<file path="src/rtl/core/fdm_out_queue.sv">
// Two-entry output queue: output register plus skid entry.
// Space is registered so the pipeline never sees the downstream ready.
`default_nettype none

module fdm_out_queue #(
    parameter int WIDTH = 16
) (
    input  wire logic             clk,
    input  wire logic             rst_n,
    input  wire logic             push,
    input  wire logic [WIDTH-1:0] push_data,
    output logic                  space,
    output logic                  tvalid,
    input  wire logic             tready,
    output logic [WIDTH-1:0]      tdata
);
    logic             head_valid_reg;
    logic [WIDTH-1:0] head_data_reg;
    logic             skid_valid_reg;
    logic [WIDTH-1:0] skid_data_reg;
    logic             pop;

    assign pop = head_valid_reg && tready;

    always_ff @(posedge clk or negedge rst_n)
    begin
        if (!rst_n)
        begin
            head_valid_reg <= 1'b0;
            skid_valid_reg <= 1'b0;
        end
        else if (pop)
        begin
            // Refill the head from the skid entry first, then from the pipe
            head_valid_reg <= skid_valid_reg || push;
            skid_valid_reg <= skid_valid_reg && push;
        end
        else if (push)
        begin
            head_valid_reg <= 1'b1;
            skid_valid_reg <= head_valid_reg;
        end
    end

    always_ff @(posedge clk)
    begin
        if (pop)
        begin
            head_data_reg <= skid_valid_reg ? skid_data_reg : push_data;
            skid_data_reg <= push_data;
        end
        else if (push)
        begin
            if (head_valid_reg)
            begin
                skid_data_reg <= push_data;
            end
            else
            begin
                head_data_reg <= push_data;
            end
        end
    end

    assign space  = !skid_valid_reg;
    assign tvalid = head_valid_reg;
    assign tdata  = head_data_reg;

endmodule

`default_nettype wire

</file>
<file path="config.mk">
export PLATFORM = sky130hd
export DESIGN_NAME = fdm_out_queue
export DESIGN_NICKNAME = d
export VERILOG_FILES = /design/src/rtl/core/fdm_out_queue.sv
export SDC_FILE = /design/constraint.sdc
export NUM_CORES = 1
export LEC_CHECK = 0
export BUFFER_PORTS_ARGS = -buffer_cell sky130_fd_sc_hd__buf_2
export CAP_MARGIN = 15
export CORE_ASPECT_RATIO = 1.25
export CORE_MARGIN = 8
export CORE_UTILIZATION = 45
export DETAILED_ROUTE_END_ITERATION = 8
export GPL_ROUTABILITY_DRIVEN = 0
export PLACE_DENSITY = 0.71
export SETUP_SLACK_MARGIN = 0.02
export SLEW_MARGIN = 20
export SYNTH_ARGS = -nofsm -noshare
export SYNTH_HDL_FRONTEND = slang
export SYNTH_SLANG_ARGS = --single-unit
</file>
<file path="constraint.sdc">
create_clock -name clk -period 2 [get_ports clk]
set_input_delay 0.1 -clock clk [delete_from_list [all_inputs] [get_ports clk]]
set_output_delay 0.1 -clock clk [all_outputs]
set_load 0.01 [all_outputs]
</file>
==> impl_metrics.yaml <==
yosys:
  synthesis.yosys.warnings: 0
  avgSynthCellArea_um2: 21.6
  synth.distinct_cells: 14
  synth_nets: 81
  synthCells: 61
  synth_area_mm2: 0.00132
  ys_seq_elements: 34
  yosysSeqAreaShare: 0.768
drt:
  vias_per_cell: 4.74
  wl_per_cell_um: 15.5
  ant_nets: 0
  drcViolationCount: 0
  routed_wl_um: 2480
  first_pass_iters: 4
  vias: 758
  drt-initial-drc-count: 11
finish:
  drive_above_1_share: 0.500
  area_growth_pct: 34.9
  final_common_cell: "buf_2"
  layout_common_cells: "buf_2 (37), edfxtp_1 (32), dlygate4sd3_1 (18), mux2_4 (10), mux2_2 (6)"
  n_fill_cell: 242
  design_area_mm2: 0.00178
  antennaDiodeCount: 0
  nets: 144
setup_path:
  ff2ff_path_depth: 2
  end_kind: "register"
  crit_required_ns: 2.08
  slowest_delay_ns: 0.47
  cpMaxStageDelayCell: "dfrtp_1"
  ff2ff_setup_slack_ns: 0.62
  critical_path.startpoint_type: "register"
  crit_type: "reg -> reg"
  cp_top_family: "flip-flops"
  crit_chain: "nand3_4 > mux2_4"
  cp_max_fo: 16
  reg2reg_to: "tdata[10]"
  cp.buffers_inverters: 0
  rr_startpoint: "tvalid"
  cp.arrival_ns: 1.46
grt:
  groute.usage.overall: 0.107
  antenna_found_initial: 0
  grt_max_degree: 17
  grt_pass1_vias: 867
  overflow: 0
  grt_pass1_wl_um: 4120
die:
  fp.dieH_um: 76.5
  die_w_um: 64.4
  core_area_mm2: 0.00286
  io_pins: 38
  fp.dieArea_mm2: 0.00492
  start_util: 0.460
  rows: 22
clock_tree:
  path_clk_slew_ns: 0.09
  insertion_delay_ns: 0.32
  clock-sinks: 34
  cts_max_level: 2
  cts_tree: "yes"
  cts_setup_buffers: 0
  cts_made_buffers: 5
  clockRootBuffer: "clkbuf_4"
  cts.path.max_buffers: 2
pwr:
  total_power_mw: 1.47
  p_per_area_mw_per_mm2: 827
  power.static_leakage_nw: 0.744
  peakVddDrop_uv: 491
place:
  post-place-ws_ns: 0.609
  io_buffers: 37
  place_area_mm2: 0.00155
  hpwl_um: 1680
sta:
  drv_slew: 0
  hold_viol_final: 0
  finClkSkew_ns: 0.00753
  worstMarginPinSlew_ns: 0.307
  setup_viol: 0
  min_period_ns: 1.38
  fin_crit_sh: 0.692
  relSlewSlack: 0.795
  fin_setup_tns_ns: 0
  clock.fmax_ghz: 0.722
  rsz0062_at_grt: "false"
  setup_ws_ns: 0.615
flow_run:
  cap_violations: 0
outcome:
  status: "finished, final reports clean"
hold_path:
  min_path_type: "in -> async"
[worst register-to-register path, delay by kind of cell, from the launching register on]
family           cells  cell delay, ns
flip-flops           1            0.47
multiplexers         1            0.38
AND/OR/NAND/NOR      1            0.29
[per-layer routing]
metal,global-route usage,vias up,wire length (µm)
met5,0,-,0
met4,0.0394,0,31
met3,0.0544,5,216
met2,0.171,31,1200
met1,0.116,360,1030
li1,-,362,-
[stage by stage]
stage,cells,util,hold WS [ns]
floorplan,61,-,-0.196
global placement,135,0.542,-0.116
CTS,160,0.620,0.0585
detailed placement,135,0.542,-0.112
global route,160,0.620,0.0563
finish,160,0.620,0.0806
[logic make-up (layout without fill, tap and decap cells)]
group | after synthesis | count (layout) | share of synthesized area
flip-flops | 34 | 34 | 0.768
multiplexers | 16 | 16 | 0.165
AND/OR/NAND/NOR | 6 | 6 | 0.0352
buffers and inverters | 2 | 65 | 0.0114
AO/OA/AOI/OAI | 3 | 3 | 0.0200
[layout make-up]
type	instances	area [µm²]	share of cell area
clock buffer	7	45.0	0.0254
inverter	1	3.75	0.00211
tap	36	45.0	0.0254
sequential	34	1010	0.569
timing repair buffer	57	380	0.214
multi-input combinational	25	290	0.163
[cell usage after synthesis]
library cell | number | area share
o221a_2 | 1 | 0.0086
inv_1 | 1 | 0.0028
nand2_1 | 2 | 0.0057
or2b_1 | 1 | 0.0057
mux2_4 | 10 | 0.11
o21a_1 | 1 | 0.0057
and2b_1 | 1 | 0.0057
mux2_2 | 6 | 0.051
nand2b_1 | 1 | 0.0048
a21o_1 | 1 | 0.0057
buf_6 | 1 | 0.0086
dfrtp_1 | 2 | 0.038
nand3_4 | 1 | 0.013
edfxtp_1 | 32 | 0.73
[power by group]
part           total, mW  switching (mW)  internal (mW)
logic              0.240           0.112          0.128
clock network      0.332           0.199          0.132
registers          0.897          0.0257          0.872
total               1.47           0.336           1.13
[worst max path at each step]
stage / to / slack (ns) / from / cells after the start
floorplan: tdata[0] / 0.62 / tvalid / 2
global placement: tdata[14] / 0.67 / tvalid / 2
detailed placement: tdata[7] / 0.61 / tvalid / 2
CTS: tdata[7] / 0.60 / tvalid / 2
global route: tdata[8] / 0.53 / tvalid / 2
finish: tdata[10] / 0.62 / tvalid / 2
[repair_timing]
item	4_1_cts	5_1_grt
hold buffers	18	0
resized for setup	0	0
endpoints found under the hold margin	19	0
Note: power is estimated with default switching activity, not from simulation.
