**src/rtl/core/fdm_pkg.sv**
```systemverilog
// Shared constants for the feedback delay mix unit.
// Register indexes, field widths and reset values; no dependencies.
`default_nettype none

package fdm_pkg;

    // Default sizes of the echo store and of one audio sample
    localparam int DEPTH_DEFAULT       = 4096;
    localparam int SAMPLE_BITS_DEFAULT = 16;

    // Configuration port
    localparam int CFG_IDX_W  = 2;
    localparam int CFG_DATA_W = 16;

    localparam logic [CFG_IDX_W-1:0] REG_DELAY    = 2'd0;
    localparam logic [CFG_IDX_W-1:0] REG_FEEDBACK = 2'd1;
    localparam logic [CFG_IDX_W-1:0] REG_WET      = 2'd2;

    // Field widths of the registers
    localparam int DELAY_W = 12;
    localparam int GAIN_W  = 16;

    // Q1.15 gain arithmetic
    localparam int                GAIN_SHIFT = 15;
    localparam int                ROUND_BIAS = 1 << (GAIN_SHIFT - 1);
    localparam logic [GAIN_W-1:0] GAIN_ONE   = 16'h8000;

    // Reset values of the registers
    localparam int                       DELAY_RESET    = 4095;
    localparam logic signed [GAIN_W-1:0] FEEDBACK_RESET = 16'sd26214;
    localparam logic [GAIN_W-1:0]        WET_RESET      = 16'h8000;

endpackage

`default_nettype wire

```
**src/rtl/core/fdm_delay_mod.sv**
```systemverilog
// Delay reduction unit: takes the written delay modulo the store depth by
// reciprocal multiplication, product then remainder. Depends on fdm_pkg.
`default_nettype none

module fdm_delay_mod #(
    parameter int DEPTH = fdm_pkg::DEPTH_DEFAULT
) (
    input  wire logic                             clk,
    input  wire logic                             rst_n,
    input  wire logic                             load,
    input  wire logic [fdm_pkg::DELAY_W-1:0]      load_value,
    output logic                                  busy,
    output logic [$clog2(DEPTH)-1:0]              delay_mod
);
    import fdm_pkg::*;

    localparam int     ADDR_W     = $clog2(DEPTH);
    localparam int     RECIP_SH   = DELAY_W + ADDR_W;
    localparam int     RECIP_W    = DELAY_W + 2;
    localparam int     PROD_W     = DELAY_W + RECIP_W;
    localparam longint RECIP_FULL = ((longint'(1) << RECIP_SH) + longint'(DEPTH) - 1)
                                  / longint'(DEPTH);
    localparam logic [RECIP_W-1:0] RECIP = RECIP_W'(RECIP_FULL);
    localparam int     RESET_MOD  = DELAY_RESET % DEPTH;

    logic [DELAY_W-1:0] val_reg;
    logic [PROD_W-1:0]  prod_reg;
    logic               busy_reg;
    logic [ADDR_W-1:0]  rem_reg;
    logic [DELAY_W-1:0] quot;
    logic [ADDR_W-1:0]  rem_next;

    // Quotient is exact for every delay value; the remainder is below DEPTH
    assign quot     = DELAY_W'(prod_reg >> RECIP_SH);
    assign rem_next = ADDR_W'(val_reg - DELAY_W'(int'(quot) * DEPTH));

    always_ff @(posedge clk or negedge rst_n)
    begin
        if (!rst_n)
        begin
            val_reg  <= '0;
            prod_reg <= '0;
            busy_reg <= 1'b0;
            rem_reg  <= ADDR_W'(RESET_MOD);
        end
        else if (load)
        begin
            val_reg  <= load_value;
            prod_reg <= PROD_W'(load_value) * PROD_W'(RECIP);
            busy_reg <= 1'b1;
        end
        else if (busy_reg)
        begin
            rem_reg  <= rem_next;
            busy_reg <= 1'b0;
        end
    end

    assign busy      = busy_reg;
    assign delay_mod = rem_reg;

endmodule

`default_nettype wire

```
**config.mk**
```make
export PLATFORM = sky130hd
export DESIGN_NAME = fdm_delay_mod
export DESIGN_NICKNAME = d
export VERILOG_FILES = /design/src/rtl/core/fdm_pkg.sv /design/src/rtl/core/fdm_delay_mod.sv
export SDC_FILE = /design/constraint.sdc
export NUM_CORES = 1
export LEC_CHECK = 0
export ABC_AREA = 1
export BUFFER_PORTS_ARGS = -buffer_cell sky130_fd_sc_hd__buf_2
export CORE_UTILIZATION = 30
export CTS_CLUSTER_DIAMETER = 30
export CTS_CLUSTER_SIZE = 25
export DETAILED_ROUTE_END_ITERATION = 7
export MAX_ROUTING_LAYER = met4
export SYNTH_ARGS = -nofsm -noshare
export SYNTH_HDL_FRONTEND = slang
export SYNTH_SLANG_ARGS = --single-unit
```
**constraint.sdc**
```tcl
create_clock -name clk -period 0.95 [get_ports clk]
set_input_delay 0.19 -clock clk [delete_from_list [all_inputs] [get_ports clk]]
set_output_delay 0.19 -clock clk [all_outputs]
set_load 0.005 [all_outputs]
```
==> metrics <==
Hold Crit Class=in -> reg; min cycle time layout=roughly 1.2 ns; most common cell after layout, fill and taps aside=nand2_1; CP cell instances=buf_2; Power Density=around 1600 nW/µm²; final hold slack=between 0.06 and 0.07 ns; failing checks=setup timing; Die Span Y=a little under 60 µm; worst slack, placed=just under 0.09 ns; # rows=20; Worst Path Buf+Inv=1; Vias=roughly 780; Routability Congestion=0.768; CTS H-tree lvls=1; Final WS setup=-0.213 ns; io pins=28; post-synth top area cell=dfrtp_1; most frequent cells in the layout=nand2_1, buf_2, dfrtp_1; clock transition at the registers of the reported paths=roughly 0.12 ns; Critical Path Source Type=flop; Mapped Area=between 900 and 1000 µm²; Final #Nets=roughly 160; total routed wirelength=around 1800 µm; top cells by area, synth=dfrtp_1, dfstp_2, nand2_1; Yosys top cell area share=between 30 and 40%; unrepaired setup endpoints after global routing=yes; post-route ant nets=0; Sink Count=25; Core Area=3050 µm²; Layout area overhead=35.3%; VDD IR max=around 400 µV; CTS root buf=clkbuf_4; period utilization=122%; Port Buffers=27; post-synth cell types=8; #FFs+latches synth=25; dpl cells=roughly 180; Slew HR=79.5%; Die Wd=slightly below 60 µm; Overflow after GRT=0; Post-Syn Nets=approximately 120; CP Capture Type=primary output; Finished Layout Cells=approximately 190; CP max FO=2; Worst EP required=~0.76 ns; DRC violations left=0; DP Area=between 1000 and 1500 µm²; Ant. Diodes=0; Starting Density=about a third; initial antenna violation count=0; Avg Cell Area, Syn=~9.3 µm²; TritonCTS buffer count=3; fmax=between 800 and 900 MHz; Clock Latency Late Sink=a little over 0.3 ns; Routed WL per cell=9.85 µm; count of final setup violators=13; status=finished, violations left; skew final=0.00393 ns; layout cell share with drive strength beyond 1=a little under two fifths; CP top delay family=flip-flops; actual slew at the worst max-slew pin=0.307 ns; sequential share of the synthesized area=between 60% and 70%; die area=3460 µm²; crit path max-delay cell type=dfstp_2; Crit Path Category=reg -> out; Core Util, Final=42.9%; CTS tree=built; Max-cap violations=0; Mapped Cells=roughly 100; post-route cell area=around 1300 µm²; Max stage delay on crit path=0.56 ns; Leakage=around 0.70 nW; Yosys warning total=0; first-pass GRT wire length=roughly 3200 µm; vias in the first global route=739; clk buf depth=2; initial DRC count=27; Final Hold Viols=0; All-Layer GR Usage=between 10% and 20%; drt pass-1 iters=4; largest net degree at the start of global routing=26; Max Transition Viols Final=0; CP arrival=approximately 0.97 ns; Vias/cell=between 4 and 5
-- cells by family after synthesis --
family	count (synthesis)	synth area share (%)
AND/OR/NAND/NOR	73	30.1
flip-flops	25	66.2
buffers and inverters	6	3.62
-- where the power goes --
group,switching (mW),internal [mW],leakage [nW],total [mW]
logic,0.175,0.220,0.397,0.396
registers,0.0696,1.24,0.283,1.31
clock network,0.292,0.164,0.0150,0.456
-- synth_stat cells --
library cell   n
buf_2          4
nand2_2        1
dfstp_2       12
inv_2          1
dfrtp_1       13
buf_6          1
nand3_1       12
nand2_1       60
-- path summary, 6_finish.rpt --
kind                                from      endpoint  slack [ns]  depth (start not counted)
min in group asynchronous          rst_n          busy        0.37                          3
hold reg to reg             delay_mod[8]  delay_mod[8]        0.47                          2
setup / recovery            delay_mod[6]  delay_mod[6]       -0.21                          1
max in group asynchronous          rst_n  delay_mod[6]        0.29                          3
setup reg to reg            delay_mod[4]  delay_mod[4]        0.07                          4
hold / removal             load_value[9]    val_reg[9]        0.06                          3
-- cell type report --
class / instances / area, µm²
Fill cell: 311 / 1740
Sequential cell: 25 / 641
Multi-Input combinational cell: 73 / 305
Timing Repair Buffer: 38 / 278
Tap cell: 44 / 55.1
Clock buffer: 4 / 26.3
Inverter: 1 / 3.75
-- per-layer routing --
| metal | routed length [µm] | up-vias | global-route usage [%] | part of all wire (%) |
|---|---|---|---|---|
| met4 | 58 | 0 | 9.18 | 3.2 |
| li1 | - | 396 | - | - |
| met1 | 855 | 356 | 16.0 | 47 |
| met5 | 0 | - | - | 0 |
| met3 | 66 | 5 | 1.32 | 3.6 |
| met2 | 841 | 21 | 20.5 | 46 |
-- worst reg2reg max path, cell delays in order, from the launching register on --
cell	delay (ns)
dfstp_2	0.56
buf_4	0.10
buf_4	0.09
nand2_1	0.04
nand2_1	0.05
-- stage by stage --
| step | setup TNS [ns] | total power [mW] |
|---|---|---|
| 3_3_place_gp | 0 | 1.62 |
| 6_report | -2.50 | 2.16 |
| 3_5_place_dp | 0 | 1.63 |
| 4_1_cts | -2.66 | 2.11 |
| 2_1_floorplan | 0 | 1.46 |
| 5_1_grt | -2.95 | 2.28 |
-- repair_timing --
action / 4_1_cts / 5_1_grt
gates resized for setup: 1 / 9
hold buffers: 1 / 0
setup buffers: 3 / 2
endpoints found under the hold margin: 13 / 0
setup endpoints to repair: 13 / 20
(Power assumes the default switching activity.)
